**src/tps_pkg.sv**
```systemverilog
// shared types and constants of the tone prescaler period search
package tps_pkg;

  localparam int unsigned FREQ_W   = 24;
  localparam int unsigned PRESC_W  = 8;
  localparam int unsigned PERIOD_W = 16;
  localparam int unsigned MATCH_W  = 15;
  localparam int unsigned HZ_W     = 32;
  localparam int unsigned DIV_W    = 32;
  localparam int unsigned CFG_IDX_W  = 2;
  localparam int unsigned CFG_DATA_W = 32;

  typedef enum logic [CFG_IDX_W-1:0] {
    REG_CLOCK_HZ  = 2'd0,
    REG_PERIOD_LO = 2'd1,
    REG_PERIOD_HI = 2'd2,
    REG_UNUSED    = 2'd3
  } reg_idx_t;

  localparam logic [HZ_W-1:0]     CLOCK_HZ_RST  = 32'd80000000;
  localparam logic [PERIOD_W-1:0] PERIOD_LO_RST = 16'd50;
  localparam logic [PERIOD_W-1:0] PERIOD_HI_RST = 16'd65535;
  localparam logic [PERIOD_W-1:0] PERIOD_MAX    = 16'hFFFF;
  localparam logic [DIV_W-1:0]    ERR_INIT      = 32'hFFFFFFFF;

  // divider handshake
  typedef struct packed {
    logic             go;
    logic [DIV_W-1:0] dividend;
    logic [DIV_W-1:0] divisor;
  } div_req_t;

  typedef struct packed {
    logic             done;
    logic [DIV_W-1:0] quotient;
  } div_rsp_t;

endpackage

```
**src/tps_ifs.sv**
```systemverilog
// request and result channel interfaces of the tone prescaler period search
interface tps_in_if;
  import tps_pkg::*;
  logic              valid;
  logic              ready;
  logic [FREQ_W-1:0] frequency;
  modport source (output valid, output frequency, input ready);
  modport sink   (input valid, input frequency, output ready);
endinterface

interface tps_out_if;
  import tps_pkg::*;
  logic                valid;
  logic                ready;
  logic [PRESC_W-1:0]  prescaler;
  logic [PERIOD_W-1:0] period;
  logic [MATCH_W-1:0]  match;
  logic [HZ_W-1:0]     achieved_hz;
  logic                clamped;
  logic                silent;
  modport source (output valid, output prescaler, output period, output match,
                  output achieved_hz, output clamped, output silent, input ready);
  modport sink   (input valid, input prescaler, input period, input match,
                  input achieved_hz, input clamped, input silent, output ready);
endinterface

```
**src/tone_prescaler_period_search_unit.sv**
```systemverilog
// top level of the tone prescaler period search
// Takes a tone frequency word and returns one word of timer settings. All
// divisions run on one shared 32-bit restoring divider. A zero frequency
// costs no division; a frequency whose direct period already fits costs 4
// divisions; otherwise the search spends two or three divisions on each
// prescaler tried (up to PRESCALER_STEPS, stopping early on an exact match)
// after the first check, plus two or three final divisions. One word is in
// flight at a time; the input is ready again once the result has moved into
// the output register, which may still wait on the sink meanwhile.
module tone_prescaler_period_search_unit #(
  parameter int unsigned PRESCALER_STEPS = 256
) (
  input  logic                          clk,
  input  logic                          rst,
  input  logic                          wr_en,
  input  logic [tps_pkg::CFG_IDX_W-1:0] wr_index,
  input  logic [tps_pkg::CFG_DATA_W-1:0] wr_data,
  tps_in_if.sink                        req,
  tps_out_if.source                     rsp
);
  import tps_pkg::*;

  localparam int unsigned CNT_W = $clog2(PRESCALER_STEPS + 1);
  localparam logic [CNT_W-1:0] P_LAST = CNT_W'(PRESCALER_STEPS - 1);

  typedef enum logic [3:0] {
    S_IDLE, S_CHK, S_LP_START, S_LP_PCLK, S_LP_PER, S_LP_ACT, S_LP_NEXT,
    S_FN_START, S_FN_PCLK, S_FN_PER, S_FN_ACT, S_DONE
  } state_t;

  state_t state;

  logic [HZ_W-1:0]     clock_hz;
  logic [PERIOD_W-1:0] period_lo;
  logic [PERIOD_W-1:0] period_hi;

  logic [DIV_W-1:0]   freq;
  logic [DIV_W-1:0]   pclk;
  logic [DIV_W-1:0]   per;
  logic [CNT_W-1:0]   p_cnt;
  logic [PRESC_W-1:0] best_p;
  logic [DIV_W-1:0]   best_err;

  logic [PRESC_W-1:0]  res_prescaler;
  logic [PERIOD_W-1:0] res_period;
  logic [HZ_W-1:0]     res_achieved;
  logic                res_clamped;
  logic                res_silent;

  div_req_t div_req;
  div_rsp_t div_rsp;

  tps_div u_div (
    .clk (clk),
    .rst (rst),
    .req (div_req),
    .rsp (div_rsp)
  );

  logic [DIV_W-1:0] q;
  logic             q_fits;
  logic [DIV_W-1:0] err;
  logic             out_free;

  assign q = div_rsp.quotient;
  assign q_fits = (q != '0) && (q >= DIV_W'(period_lo)) && (q <= DIV_W'(period_hi));
  assign err = (q > freq) ? (q - freq) : (freq - q);
  assign out_free = !rsp.valid || rsp.ready;
  assign req.ready = (state == S_IDLE);

  // configuration registers
  always_ff @(posedge clk) begin
    if (rst) begin
      clock_hz  <= CLOCK_HZ_RST;
      period_lo <= PERIOD_LO_RST;
      period_hi <= PERIOD_HI_RST;
    end else if (wr_en) begin
      unique case (reg_idx_t'(wr_index))
        REG_CLOCK_HZ:  clock_hz  <= wr_data[HZ_W-1:0];
        REG_PERIOD_LO: period_lo <= wr_data[PERIOD_W-1:0];
        REG_PERIOD_HI: period_hi <= wr_data[PERIOD_W-1:0];
        default: ;
      endcase
    end
  end

  always_ff @(posedge clk) begin
    if (rst) begin
      state      <= S_IDLE;
      div_req.go <= 1'b0;
      rsp.valid  <= 1'b0;
    end else begin
      div_req.go <= 1'b0;
      if (rsp.valid && rsp.ready) begin
        rsp.valid <= 1'b0;
      end
      unique case (state)
        S_IDLE: begin
          if (req.valid) begin
            freq          <= DIV_W'(req.frequency);
            res_prescaler <= '0;
            res_period    <= '0;
            res_achieved  <= '0;
            res_clamped   <= 1'b0;
            res_silent    <= 1'b0;
            if (req.frequency == '0) begin
              res_silent <= 1'b1;
              state      <= S_DONE;
            end else begin
              div_req.go       <= 1'b1;
              div_req.dividend <= clock_hz;
              div_req.divisor  <= DIV_W'(req.frequency);
              state            <= S_CHK;
            end
          end
        end
        S_CHK: begin
          if (div_rsp.done) begin
            best_p   <= '0;
            best_err <= ERR_INIT;
            p_cnt    <= '0;
            state    <= q_fits ? S_FN_START : S_LP_START;
          end
        end
        S_LP_START: begin
          div_req.go       <= 1'b1;
          div_req.dividend <= clock_hz;
          div_req.divisor  <= DIV_W'(p_cnt) + 1'b1;
          state            <= S_LP_PCLK;
        end
        S_LP_PCLK: begin
          if (div_rsp.done) begin
            pclk             <= q;
            div_req.go       <= 1'b1;
            div_req.dividend <= q;
            div_req.divisor  <= freq;
            state            <= S_LP_PER;
          end
        end
        S_LP_PER: begin
          if (div_rsp.done) begin
            if (q_fits) begin
              div_req.go       <= 1'b1;
              div_req.dividend <= pclk;
              div_req.divisor  <= q;
              state            <= S_LP_ACT;
            end else begin
              state <= S_LP_NEXT;
            end
          end
        end
        S_LP_ACT: begin
          if (div_rsp.done) begin
            if (err < best_err) begin
              best_err <= err;
              best_p   <= PRESC_W'(p_cnt);
            end
            // exact match ends the search
            state <= (err == '0) ? S_FN_START : S_LP_NEXT;
          end
        end
        S_LP_NEXT: begin
          if (p_cnt == P_LAST) begin
            state <= S_FN_START;
          end else begin
            p_cnt <= p_cnt + 1'b1;
            state <= S_LP_START;
          end
        end
        S_FN_START: begin
          div_req.go       <= 1'b1;
          div_req.dividend <= clock_hz;
          div_req.divisor  <= DIV_W'(best_p) + 1'b1;
          state            <= S_FN_PCLK;
        end
        S_FN_PCLK: begin
          if (div_rsp.done) begin
            pclk             <= q;
            div_req.go       <= 1'b1;
            div_req.dividend <= q;
            div_req.divisor  <= freq;
            state            <= S_FN_PER;
          end
        end
        S_FN_PER: begin
          if (div_rsp.done) begin
            if (q == '0) begin
              res_silent <= 1'b1;
              state      <= S_DONE;
            end else begin
              per              <= q;
              div_req.go       <= 1'b1;
              div_req.dividend <= pclk;
              div_req.divisor  <= q;
              state            <= S_FN_ACT;
            end
          end
        end
        S_FN_ACT: begin
          if (div_rsp.done) begin
            res_prescaler <= best_p;
            res_achieved  <= q;
            res_clamped   <= (per > DIV_W'(PERIOD_MAX));
            res_period    <= (per > DIV_W'(PERIOD_MAX)) ? PERIOD_MAX : per[PERIOD_W-1:0];
            state         <= S_DONE;
          end
        end
        S_DONE: begin
          if (out_free) begin
            rsp.valid       <= 1'b1;
            rsp.prescaler   <= res_prescaler;
            rsp.period      <= res_period;
            rsp.match       <= res_period[PERIOD_W-1:1];
            rsp.achieved_hz <= res_achieved;
            rsp.clamped     <= res_clamped;
            rsp.silent      <= res_silent;
            state           <= S_IDLE;
          end
        end
        default: state <= S_IDLE;
      endcase
    end
  end

endmodule

```
**src/tps_div.sv**
```systemverilog
// shared restoring divider, one quotient bit per cycle
module tps_div (
  input  logic                clk,
  input  logic                rst,
  input  tps_pkg::div_req_t   req,
  output tps_pkg::div_rsp_t   rsp
);
  import tps_pkg::*;

  localparam int unsigned CNT_W = $clog2(DIV_W);

  logic [DIV_W:0]   rem;
  logic [DIV_W-1:0] quo;
  logic [DIV_W-1:0] dvs;
  logic [CNT_W-1:0] cnt;
  logic             run;
  logic             done;

  logic [DIV_W:0] rem_sh;
  logic [DIV_W:0] diff;

  assign rem_sh = {rem[DIV_W-1:0], quo[DIV_W-1]};
  assign diff   = rem_sh - {1'b0, dvs};

  always_ff @(posedge clk) begin
    if (rst) begin
      run  <= 1'b0;
      done <= 1'b0;
      cnt  <= '0;
    end else begin
      done <= 1'b0;
      if (req.go) begin
        rem <= '0;
        quo <= req.dividend;
        dvs <= req.divisor;
        cnt <= '0;
        run <= 1'b1;
      end else if (run) begin
        if (!diff[DIV_W]) begin
          rem <= diff;
          quo <= {quo[DIV_W-2:0], 1'b1};
        end else begin
          rem <= rem_sh;
          quo <= {quo[DIV_W-2:0], 1'b0};
        end
        cnt <= cnt + 1'b1;
        if (cnt == CNT_W'(DIV_W - 1)) begin
          run  <= 1'b0;
          done <= 1'b1;
        end
      end
    end
  end

  assign rsp.done     = done;
  assign rsp.quotient = quo;

endmodule

```
**src/flat_wrapper.sv**
```systemverilog
// flat-port wrapper written by rule: the top's interface ports become plain ports
module tone_prescaler_period_search_unit_flat import tps_pkg::*;
#(
  parameter int unsigned PRESCALER_STEPS = 256
)
  (clk, rst, wr_en, wr_index, wr_data, req_valid, req_frequency, req_ready, rsp_valid, rsp_prescaler, rsp_period, rsp_match, rsp_achieved_hz, rsp_clamped, rsp_silent, rsp_ready);
  tps_in_if req_i ();
  tps_out_if rsp_i ();
  input  logic clk;
  input  logic rst;
  input  logic wr_en;
  input  logic [tps_pkg::CFG_IDX_W-1:0] wr_index;
  input  logic [tps_pkg::CFG_DATA_W-1:0] wr_data;
  input wire logic [$bits(req_i.valid)-1:0] req_valid;
  input wire logic [$bits(req_i.frequency)-1:0] req_frequency;
  output wire logic [$bits(req_i.ready)-1:0] req_ready;
  output wire logic [$bits(rsp_i.valid)-1:0] rsp_valid;
  output wire logic [$bits(rsp_i.prescaler)-1:0] rsp_prescaler;
  output wire logic [$bits(rsp_i.period)-1:0] rsp_period;
  output wire logic [$bits(rsp_i.match)-1:0] rsp_match;
  output wire logic [$bits(rsp_i.achieved_hz)-1:0] rsp_achieved_hz;
  output wire logic [$bits(rsp_i.clamped)-1:0] rsp_clamped;
  output wire logic [$bits(rsp_i.silent)-1:0] rsp_silent;
  input wire logic [$bits(rsp_i.ready)-1:0] rsp_ready;
  assign req_i.valid = req_valid;
  assign req_i.frequency = req_frequency;
  assign req_ready = req_i.ready;
  assign rsp_valid = rsp_i.valid;
  assign rsp_prescaler = rsp_i.prescaler;
  assign rsp_period = rsp_i.period;
  assign rsp_match = rsp_i.match;
  assign rsp_achieved_hz = rsp_i.achieved_hz;
  assign rsp_clamped = rsp_i.clamped;
  assign rsp_silent = rsp_i.silent;
  assign rsp_i.ready = rsp_ready;
  tone_prescaler_period_search_unit #(.PRESCALER_STEPS(PRESCALER_STEPS)) u_core (.clk(clk), .rst(rst), .wr_en(wr_en), .wr_index(wr_index), .wr_data(wr_data), .req(req_i), .rsp(rsp_i));
endmodule
```
**config.mk**
```make
export PLATFORM = sky130hd
export DESIGN_NAME = tone_prescaler_period_search_unit_flat
export DESIGN_NICKNAME = d
export VERILOG_FILES = /design/src/tps_pkg.sv /design/src/tps_ifs.sv /design/src/tone_prescaler_period_search_unit.sv /design/src/tps_div.sv /design/src/flat_wrapper.sv
export SDC_FILE = /design/constraint.sdc
export NUM_CORES = 1
export LEC_CHECK = 0
export ABC_AREA = 1
export ABC_CLOCK_PERIOD_IN_PS = 5400
export BUFFER_PORTS_ARGS = -buffer_cell sky130_fd_sc_hd__clkbuf_2
export CAP_MARGIN = 20
export CORE_MARGIN = 5
export CORE_UTILIZATION = 55
export CTS_CLUSTER_SIZE = 10
export DETAILED_ROUTE_END_ITERATION = 10
export GPL_TIMING_DRIVEN = 0
export PLACE_DENSITY_LB_ADDON = 0.05
export SLEW_MARGIN = 20
export SYNTH_ARGS = -nofsm -noshare
export SYNTH_HDL_FRONTEND = slang
export SYNTH_HIERARCHICAL = 1
export SYNTH_SLANG_ARGS = --single-unit
```
**constraint.sdc**
```tcl
create_clock -name clk -period 5.4 [get_ports clk]
set_input_delay 1.08 -clock clk [delete_from_list [all_inputs] [get_ports clk]]
set_output_delay 1.08 -clock clk [all_outputs]
set_load 0.05 [all_outputs]
```
==> results.sh, run 1 <==
export IMPL_insertion_delay_ns=0.62
export IMPL_firstDrtPassIters=6
export IMPL_nets=3676
export IMPL_tns_ns=0
export IMPL_clk_path_buf_depth=3
export IMPL_vias=22360
export IMPL_dp_hpwl_um=63350
export IMPL_wl_um=80650
export IMPL_seqPwrFrac_pct=38.7
export IMPL_r2r_slack_ns=0.27
export IMPL_antenna_left=0
export IMPL_synth_edf_count=413
export IMPL_worstHoldStart="u_core/div_req[12]$_DFFE_PP_"
export IMPL_die_area_um2=54240
export IMPL_r2r_end="u_core/best_err[26]$_SDFFCE_PN1P_"
export IMPL_power_frac_clock_pct=25.8
export IMPL_syn_cell_area_um2=27320
export IMPL_cap_violations=0
export IMPL_fin_crit_sh_pct=95.00
export IMPL_swShare_pct=38.03
export IMPL_grtUsageMet2_pct=51.20
export IMPL_drtIter0Drc=1998
export IMPL_track_usage_pct=29.59
export IMPL_netlist_cell_type_count=59
export IMPL_ff2ff_path_depth=27
export IMPL_place_congestion=0.9915
export IMPL_intPower_mw=8.219
export IMPL_crit_path_end_kind="flip-flop"
export IMPL_cpMaxStageDelayCell="edfxtp_1"
export IMPL_grt_ovfl_total=0
export IMPL_use_met1_pct=37.78
export IMPL_fillers=4336
export IMPL_pre_cts_ws_ns=-0.3186
export IMPL_finalSetupViolations=0
export IMPL_slew_violations=0
export IMPL_rsz0062_at_grt="false"
export IMPL_cts_tree="built"
export IMPL_initial_utilization_pct=55.71
export IMPL_crit_path_start_kind="flip-flop"
export IMPL_final_hold_viol_count=0
export IMPL_worst_pin_slew_ns=0.9838
export IMPL_synth_nets=3457
export IMPL_critPathArrivalTime_ns=5.43
export IMPL_port_buffers=137
export IMPL_worstHoldPathCells=0
export IMPL_hold_buffers=0
export IMPL_synth_seq_area_share_pct=51.03
export IMPL_reg2reg_from="u_core/u_div/quo[14]$_DFFE_PP_"
export IMPL_status="complete, no violations"
export IMPL_p_comb_share_pct=35.5
export IMPL_p_leak_nw=14.72
export IMPL_period_needed_ns=5.130
export IMPL_cts_sinks=490
export IMPL_critPathKind="flip-flop to flip-flop"
export IMPL_first_global_vias=21860
export IMPL_cp_required_ns=5.70
export IMPL_die_y_um=232.9
export IMPL_p_sw_mw=5.044
export IMPL_cpMostUsedCell="nand2_1"
export IMPL_grt_max_degree=35
export IMPL_p_per_area_nw_per_um2=428.8
export IMPL_relSlewSlack_pct=33.91
export IMPL_met3_usage_pct=4.503
export IMPL_drive_gt1_share_pct=9.991
export IMPL_die_w_um=232.9
export IMPL_holdWs_ns=0.4018
export IMPL_async_reset_ff_share_pct=0
export IMPL_min_to="u_core/u_div/dvs[12]$_DFFE_PP_"
export IMPL_cts_max_level=2
export IMPL_core_um2=49050
export IMPL_drc=0
export IMPL_ys_ff_latch=490
export IMPL_row_count=81
export IMPL_vias_per_cell=5.366
export IMPL_finalWorstSetupSlack_ns=0.2698
export IMPL_busiest_layer="met2"
export IMPL_power_mw=13.26
export IMPL_yosys_warnings=6
export IMPL_io_pins=138
export IMPL_syn_to_final_growth_pct=13.20
export IMPL_grt_antenna_before_repair=0
export IMPL_vdd_drop_max_mv=0.3412
export IMPL_cts_made_buffers=56
export IMPL_cp_max_fo=24
export IMPL_syn_inst=3244
export IMPL_wl_per_cell_um=19.35
export IMPL_critPathMaxStageDelay_ns=0.69
export IMPL_postLayoutCellArea_um2=30930
export IMPL_max_freq_mhz=194.9
export IMPL_synth_area_per_cell_um2=8.423
export IMPL_placed_cell_area_um2=29190
export IMPL_skew_ns=0.03770
export IMPL_synth_main_ff_cell="edfxtp_1"
export IMPL_cts_root_buf="clkbuf_16"
export IMPL_clkTransAtPathRegs_ns=0.06
export IMPL_hold_class="flip-flop to flip-flop"
export IMPL_grt_pass1_wl_um=123200
==> synthesized netlist by cell type, drive strengths merged (19+ instances only) <==
master	n	area share, %
o21ai	84	1.6
xor2	35	1.1
ha	147	6.7
a22oi	48	1.3
nand2	1097	16
o211ai	23	0.63
inv	528	7.3
a21oi	114	2.2
nor3	33	0.62
nor4	19	0.43
nand4	26	0.60
buf	42	1.2
edfxtp	413	45
nand3	96	1.8
nor2	340	5.0
dfxtp	77	5.6
clkbuf	45	0.63
==> routing by layer <==
metal	vias to the layer above	routed length [um]
met1	10550	33170
met3	171	4929
li1	10860	-
met2	788	39460
met5	-	0
met4	0	3101
==> layout by cell type (no fill, tap or decap), drive strengths merged, types with 6 or more instances in the layout <==
master	n
a21oi	114
a22oi	48
and2	6
buf	66
clkbuf	275
clkinv	6
dfxtp	77
edfxtp	413
ha	147
inv	527
nand2	1097
nand3	96
nand3b	10
nand4	26
nor2	340
nor3	33
nor4	19
o211ai	23
o21ai	84
xnor2	10
xor2	35
==> critical path, delay by kind of cell, from the launching register on <==
family                     cells  cell delay, ns
adders and majority gates      2            0.83
DFF                            1            0.69
and+or+nand+nor               16            1.80
AOI/OAI and AO/OA              4            0.91
buffers and inverters          5            0.54
==> cells by family after synthesis <==
family | count (synthesis) | share of synthesized area [%]
compound gates | 312 | 6.914
xor+xnor | 45 | 1.442
fa+ha+maj | 150 | 6.951
buf+inv | 617 | 9.080
flops | 490 | 51.03
simple gates | 1630 | 24.58
==> power groups by stage <==
stage / sequential, mW / combinational [mW] / clock (mW)
floorplan: 5.02 / 3.23 / 0
global placement: 5.22 / 4.43 / 0
detailed placement: 5.20 / 4.59 / 0
CTS: 5.13 / 4.62 / 3.49
global route: 5.16 / 5.21 / 3.68
finish: 5.13 / 4.70 / 3.43
==> sequential cells by signal, indices dropped and copies added (netlist names), 16 cells and up <==
register	cells
u_core/u_div/rem	32
u_core/best_err	32
u_core/period_lo	16
u_core/rsp.achieved_hz	32
u_core/u_div/quo	32
u_core/rsp.period	16
u_core/per	32
u_core/freq	24
u_core/res_period	16
u_core/period_hi	16
u_core/u_div/dvs	32
u_core/pclk	32
u_core/res_achieved	32
u_core/clock_hz	32
u_core/div_req	65
==> cell type report <==
cell class	count	area, um2	area share [%]
Tap cell	664	830.8	2.686
Clock buffer	93	1562	5.048
Multi-Input combinational cell	2137	10970	35.47
Antenna cell	1	2.502	0.008090
Timing Repair Buffer	161	1042	3.369
Buffer	87	494.2	1.598
Sequential cell	490	13940	45.08
Clock inverter	5	88.84	0.2872
Inverter	530	1996	6.452
==> worst max-delay path by stage <==
stage,start,end,slack (ns),cells past startpoint
floorplan,u_core/u_div/quo[0]$_DFFE_PP_,u_core/best_err[0]$_SDFFCE_PN1P_,0.63,26
global route,u_core/u_div/quo[14]$_DFFE_PP_,u_core/best_err[11]$_SDFFCE_PN1P_,0.002,27
finish,u_core/u_div/quo[14]$_DFFE_PP_,u_core/best_err[26]$_SDFFCE_PN1P_,0.27,27
detailed placement,u_core/u_div/quo[0]$_DFFE_PP_,u_core/best_err[26]$_SDFFCE_PN1P_,-0.32,28
global placement,u_core/u_div/quo[0]$_DFFE_PP_,u_core/best_err[26]$_SDFFCE_PN1P_,-1.38,26
CTS,u_core/u_div/quo[0]$_DFFE_PP_,u_core/best_err[11]$_SDFFCE_PN1P_,0.03,29
==> stage by stage <==
stage               std cells  utilization, %
floorplan                3244               -
global placement         4045           58.82
detailed placement       4059           59.50
CTS                      4161           62.96
global route             4167           63.05
finish                   4168           63.06
==> timing repair <==
action / in CTS / in global routing
pin swaps: 1 / 0
endpoints found under the hold margin: 0 / 0
buffers inserted: 4 / 6
gates resized for setup: 0 / 1
endpoints found under the setup margin: 40 / 40
gates cloned: 0 / 0
(Power assumes the default switching activity.)
==> run 2: changes to the inputs <==
--- a/config.mk
+++ b/config.mk
@@ -15,6 +15,7 @@
 export DETAILED_ROUTE_END_ITERATION = 10
 export GPL_TIMING_DRIVEN = 0
 export PLACE_DENSITY_LB_ADDON = 0.05
+export REMOVE_ABC_BUFFERS = 1
 export SLEW_MARGIN = 20
 export SYNTH_ARGS = -nofsm -noshare
 export SYNTH_HDL_FRONTEND = slang
==> run 2 against run 1 <==
Compared with the run above:
- clock power increased by 5%
- power about the same
- via count decreased by 1.8%
- sequential power about the same
- global-route usage decreased by 1.1 points
- count of clock-buffer cells in the layout decreased by 4
- cell count decreased by 1.8%
- fmax increased by 1.7%
- critical path type unchanged
==> results.sh, run 2 (synthesized netlist as in run 1, its figures left out) <==
export IMPL_port_buffers=137
export IMPL_crit_path_end_kind="flip-flop"
export IMPL_p_per_area_nw_per_um2=431.0
export IMPL_vias_per_cell=5.363
export IMPL_holdWs_ns=0.4079
export IMPL_clk_path_buf_depth=3
export IMPL_period_needed_ns=5.042
export IMPL_final_hold_viol_count=0
export IMPL_cts_made_buffers=58
export IMPL_cp_required_ns=5.72
export IMPL_firstDrtPassIters=6
export IMPL_critPathMaxStageDelay_ns=0.71
export IMPL_core_um2=49050
export IMPL_insertion_delay_ns=0.63
export IMPL_antenna_left=0
export IMPL_cts_tree="built"
export IMPL_die_area_um2=54240
export IMPL_vias=21960
export IMPL_dp_hpwl_um=59110
export IMPL_wl_per_cell_um=18.90
export IMPL_drive_gt1_share_pct=9.770
export IMPL_track_usage_pct=28.50
export IMPL_final_common_cell="nand2_1"
export IMPL_rsz0062_at_grt="false"
export IMPL_finalSetupViolations=0
export IMPL_cpMaxStageDelayCell="a21oi_4"
export IMPL_cp_cell_sequence="inv_1 > nand2_1 > nor2_1 > nand2_1 > inv_1 > nand3_1 > inv_1 > nand2_1 > a21oi_2 > nand3_1 > o21ai_4 > buf_16 > inv_1 > a21oi_4 > buf_16 > buf_16"
export IMPL_top_register="u_core/div_req"
export IMPL_syn_to_final_growth_pct=12.69
export IMPL_postLayoutCellArea_um2=30790
export IMPL_drtIter0Drc=1861
export IMPL_p_leak_nw=14.63
export IMPL_status="complete, no violations"
export IMPL_vdd_drop_max_mv=0.2822
export IMPL_hold_class="flip-flop to flip-flop"
export IMPL_critPathKind="flip-flop to flip-flop"
export IMPL_nets=3604
export IMPL_initial_utilization_pct=55.71
export IMPL_clkTransAtPathRegs_ns=0.06
export IMPL_grt_max_degree=59
export IMPL_largest_register_ffs=65
export IMPL_relSlewSlack_pct=24.25
export IMPL_cpMostUsedCell="inv_1"
export IMPL_die_y_um=232.9
export IMPL_max_freq_mhz=198.3
export IMPL_placed_cell_area_um2=29000
export IMPL_fin_crit_sh_pct=93.38
export IMPL_worstHoldPathCells=0
export IMPL_cts_max_level=2
export IMPL_grt_pass1_wl_um=120700
export IMPL_drc=0
export IMPL_first_global_vias=21640
export IMPL_row_count=81
export IMPL_place_congestion=0.9985
export IMPL_cts_sinks=490
export IMPL_worst_pin_slew_ns=1.135
export IMPL_critPathArrivalTime_ns=5.36
export IMPL_cp_max_fo=31
export IMPL_die_w_um=232.9
export IMPL_cap_violations=0
export IMPL_crit_path_start_kind="flip-flop"
export IMPL_skew_ns=0.02520
export IMPL_ff2ff_path_depth=16
export IMPL_io_pins=138
export IMPL_cts_root_buf="clkbuf_16"
export IMPL_grt_antenna_before_repair=4
export IMPL_layout_common_cells="1,055 x nand2_1, 519 x inv_1, 413 x edfxtp_1"
export IMPL_slew_violations=0
export IMPL_grt_ovfl_total=0
export IMPL_wl_um=77410
[run 2: cell count changes in the layout (fill, tap and decap cells not counted), sizes merged]
| cell | change |
|---|---|
| inv | +2 |
| clkbuf | -49 |
| buf | -29 |
| clkinv | +1 |
| clkinvlp | +1 |
| diode | +1 |
[run 2: power by group]
part           internal, mW  switching, mW  total, mW  leakage, nW
combinational          1.40           3.13       4.54         9.47
clock                  2.09           1.50       3.59        0.821
sequential             4.76          0.388       5.15         4.33
total                  8.25           5.02       13.3         14.6
[run 2: worst max-delay path, delay by kind of cell, from the launching register on]
kind,cells,cell delay (ns)
compound gates,3,1.29
buf+inv,7,1.80
flops,1,0.59
simple gates,6,1.00
[run 2: metal layers]
| metal | part of all wire, % | GRT usage (%) |
|---|---|---|
| met2 | 48 | 48.10 |
| met4 | 3.4 | 9.101 |
| met1 | 43 | 38.50 |
| met3 | 5.9 | 3.722 |
| met5 | 0.028 | 0 |
[run 2: final timing paths]
path / from / end / slack (ns)
worst max-delay path: u_core/u_div/quo[27]$_DFFE_PP_ / u_core/div_req[51]$_DFFE_PP_ / 0.36
worst max register to register: u_core/u_div/quo[27]$_DFFE_PP_ / u_core/div_req[51]$_DFFE_PP_ / 0.36
worst min-delay path: u_core/res_achieved[30]$_SDFFCE_PN0P_ / u_core/rsp.achieved_hz[30]$_DFFE_PP_ / 0.41
worst min register to register: u_core/res_achieved[30]$_SDFFCE_PN0P_ / u_core/rsp.achieved_hz[30]$_DFFE_PP_ / 0.41
[run 2: metrics by stage]
stage / setup slack, ns / setup TNS (ns) / utilization [%] / total power [mW] / cells
finish: 0.3576 / 0 / 62.78 / 13.27 / 4095
global placement: -5.950 / -906.64 / 57.80 / 9.522 / 3958
CTS: 0.05525 / 0 / 62.65 / 13.31 / 4088
global route: 0.04058 / 0 / 62.78 / 14.09 / 4095
detailed placement: -0.1111 / -2.968 / 59.11 / 9.680 / 3990
floorplan: -1.888 / -150.48 / - / 8.157 / 3157
[run 2: layout make-up]
class,instances,area (um2)
Fill cell,4266,18260
Sequential cell,490,13940
Multi-Input combinational cell,2137,11030
Inverter,530,1994
Clock buffer,89,1610
Timing Repair Buffer,174,1257
Tap cell,664,830.8
Clock inverter,9,120.1
Antenna cell,2,5.005
[run 2: repair_timing]
action | in CTS | in global routing
hold endpoints to repair | 0 | 0
setup endpoints to repair | 30 | 51
hold buffers | 0 | 0
pin swaps | 0 | 1
resized for setup | 1 | 3
buffers inserted | 0 | 5
==> run 3: changes to the inputs <==
--- a/config.mk
+++ b/config.mk
@@ -9,8 +9,8 @@
 export ABC_CLOCK_PERIOD_IN_PS = 5400
 export BUFFER_PORTS_ARGS = -buffer_cell sky130_fd_sc_hd__clkbuf_2
 export CAP_MARGIN = 20
-export CORE_MARGIN = 5
-export CORE_UTILIZATION = 55
+export CORE_MARGIN = 4
+export CORE_UTILIZATION = 40
 export CTS_CLUSTER_SIZE = 10
 export DETAILED_ROUTE_END_ITERATION = 10
 export GPL_TIMING_DRIVEN = 0
==> run 3 against run 2 <==
Compared with the run above:
- worst setup slack improved by 0.15 ns
- cell count up 5.2%
- sequential power barely moved
==> results.sh, run 3 (synthesized netlist as in run 1, its figures left out) <==
export IMPL_relSlewSlack_pct=44.17
export IMPL_drc=0
export IMPL_core_um2=67400
export IMPL_die_area_um2=72560
export IMPL_finalSetupViolations=0
export IMPL_insertion_delay_ns=0.64
export IMPL_drtIter0Drc=1443
export IMPL_worst_pin_slew_ns=0.8298
export IMPL_utilization_pct=46.22
export IMPL_skew_ns=0.04340
export IMPL_cp_max_fo=28
export IMPL_holdWs_ns=0.4005
export IMPL_vdd_drop_max_mv=0.2400
export IMPL_status="complete, no violations"
export IMPL_fin_crit_sh_pct=90.59
export IMPL_firstDrtPassIters=5
export IMPL_rsz0062_at_grt="false"
export IMPL_p_leak_nw=14.66
export IMPL_row_count=95
export IMPL_clkTransAtPathRegs_ns=0.06
export IMPL_first_global_vias=21400
export IMPL_initial_utilization_pct=40.54
export IMPL_critPathArrivalTime_ns=5.20
export IMPL_wl_per_cell_um=19.18
export IMPL_top_register="u_core/div_req"
export IMPL_antenna_left=0
export IMPL_port_buffers=137
export IMPL_cts_root_buf="clkbuf_16"
export IMPL_nets=3603
export IMPL_p_per_area_nw_per_um2=429.8
export IMPL_crit_path_end_kind="flip-flop"
export IMPL_max_freq_mhz=204.4
export IMPL_grt_max_degree=68
export IMPL_syn_to_final_growth_pct=14.00
export IMPL_cp_required_ns=5.71
export IMPL_hold_class="flip-flop to flip-flop"
export IMPL_final_common_cell="nand2_1"
export IMPL_period_needed_ns=4.892
export IMPL_cap_violations=0
export IMPL_postLayoutCellArea_um2=31150
export IMPL_slew_violations=0
export IMPL_grt_ovfl_total=0
export IMPL_grt_antenna_before_repair=4
export IMPL_track_usage_pct=22.38
export IMPL_cts_sinks=490
export IMPL_cts_max_level=2
export IMPL_tns_ns=0
export IMPL_grt_pass1_wl_um=127100
export IMPL_largest_register_ffs=65
export IMPL_io_pins=138
export IMPL_vias=21570
export IMPL_wl_um=82670
export IMPL_final_hold_viol_count=0
export IMPL_placed_cell_area_um2=29310
export IMPL_die_y_um=269.4
export IMPL_clk_path_buf_depth=3
export IMPL_cts_tree="built"
export IMPL_crit_path_start_kind="flip-flop"
export IMPL_critPathKind="flip-flop to flip-flop"
export IMPL_die_w_um=269.4
export IMPL_vias_per_cell=5.006
export IMPL_dp_hpwl_um=63850
export IMPL_place_congestion=0.9205
export IMPL_cts_made_buffers=58
export IMPL_drive_gt1_share_pct=9.814
export IMPL_layout_common_cells="1,055 x nand2_1, 517 x inv_1, 413 x edfxtp_1"
## run 3: what timing repair did
action                                  CTS  global route
setup buffers                             1             1
gates resized for setup                   1             4
pin swaps                                 1             0
hold buffers                              0             0
endpoints found under the setup margin   40            40
## run 3: power breakdown
group / switching, mW / internal, mW
clock: 1.54 / 2.10
sequential: 0.378 / 4.76
combinational: 3.17 / 1.44
total: 5.09 / 8.30
## run 3: per-layer routing
metal | share of wire, % | track usage, % | vias up
met3 | 3.9 | 2.738 | 115
met5 | 0.016 | 0 | -
li1 | - | - | 10730
met4 | 2.7 | 6.348 | 2
met2 | 48 | 38.76 | 443
met1 | 45 | 29.71 | 10280
## run 3: through the flow
stage,cells,setup WS (ns),power (mW)
CTS,4305,0.02801,13.54
finish,4309,0.5083,13.39
floorplan,3157,-1.888,8.157
global route,4307,0.01832,14.32
global placement,4167,-6.612,9.673
detailed placement,4200,-0.4736,9.820
## run 3: path summary, 6_finish.rpt
| check | startpoint | end | slack (ns) | cells past startpoint |
|---|---|---|---|---|
| min | u_core/div_req[0]$_DFFE_PP_ | u_core/u_div/dvs[0]$_DFFE_PP_ | 0.40 | 0 |
| max | u_core/u_div/quo[0]$_DFFE_PP_ | u_core/best_err[7]$_SDFFCE_PN1P_ | 0.51 | 25 |
| max reg2reg | u_core/u_div/quo[0]$_DFFE_PP_ | u_core/best_err[7]$_SDFFCE_PN1P_ | 0.51 | 25 |
| min reg2reg | u_core/div_req[0]$_DFFE_PP_ | u_core/u_div/dvs[0]$_DFFE_PP_ | 0.40 | 0 |
## run 3: cell type report
| cell class | count | area [um2] |
|---|---|---|
| clock buffers | 93 | 1624 |
| well taps | 873 | 1092 |
| multi-input cells | 2137 | 11030 |
| clock inverters | 11 | 132.6 |
| diodes | 2 | 5.005 |
| inverters | 530 | 2001 |
| repair buffers | 173 | 1321 |
| flip-flops and latches | 490 | 13940 |
| fillers | 6659 | 36240 |
## run 3: critical path, stage by stage, from the launching register on
cell and delay [ns]:
edfxtp_1 0.41, buf_12 0.17, clkinvlp_4 0.17, ha_1 0.17, inv_1 0.10, fa_1 0.46, nand3_1 0.10, nand3_1 0.18
nand2_1 0.13, nand2_2 0.10, nand2_1 0.07, nand2_1 0.07, nand2_1 0.06, nand2_1 0.16, nand2_8 0.25, o21ai_0 0.20
nand2_1 0.17, inv_1 0.06, ha_1 0.28, a21oi_1 0.17, o21a_1 0.14, o221ai_1 0.13, a21oi_1 0.20, nand2_1 0.12
a21oi_4 0.25, buf_16 0.21
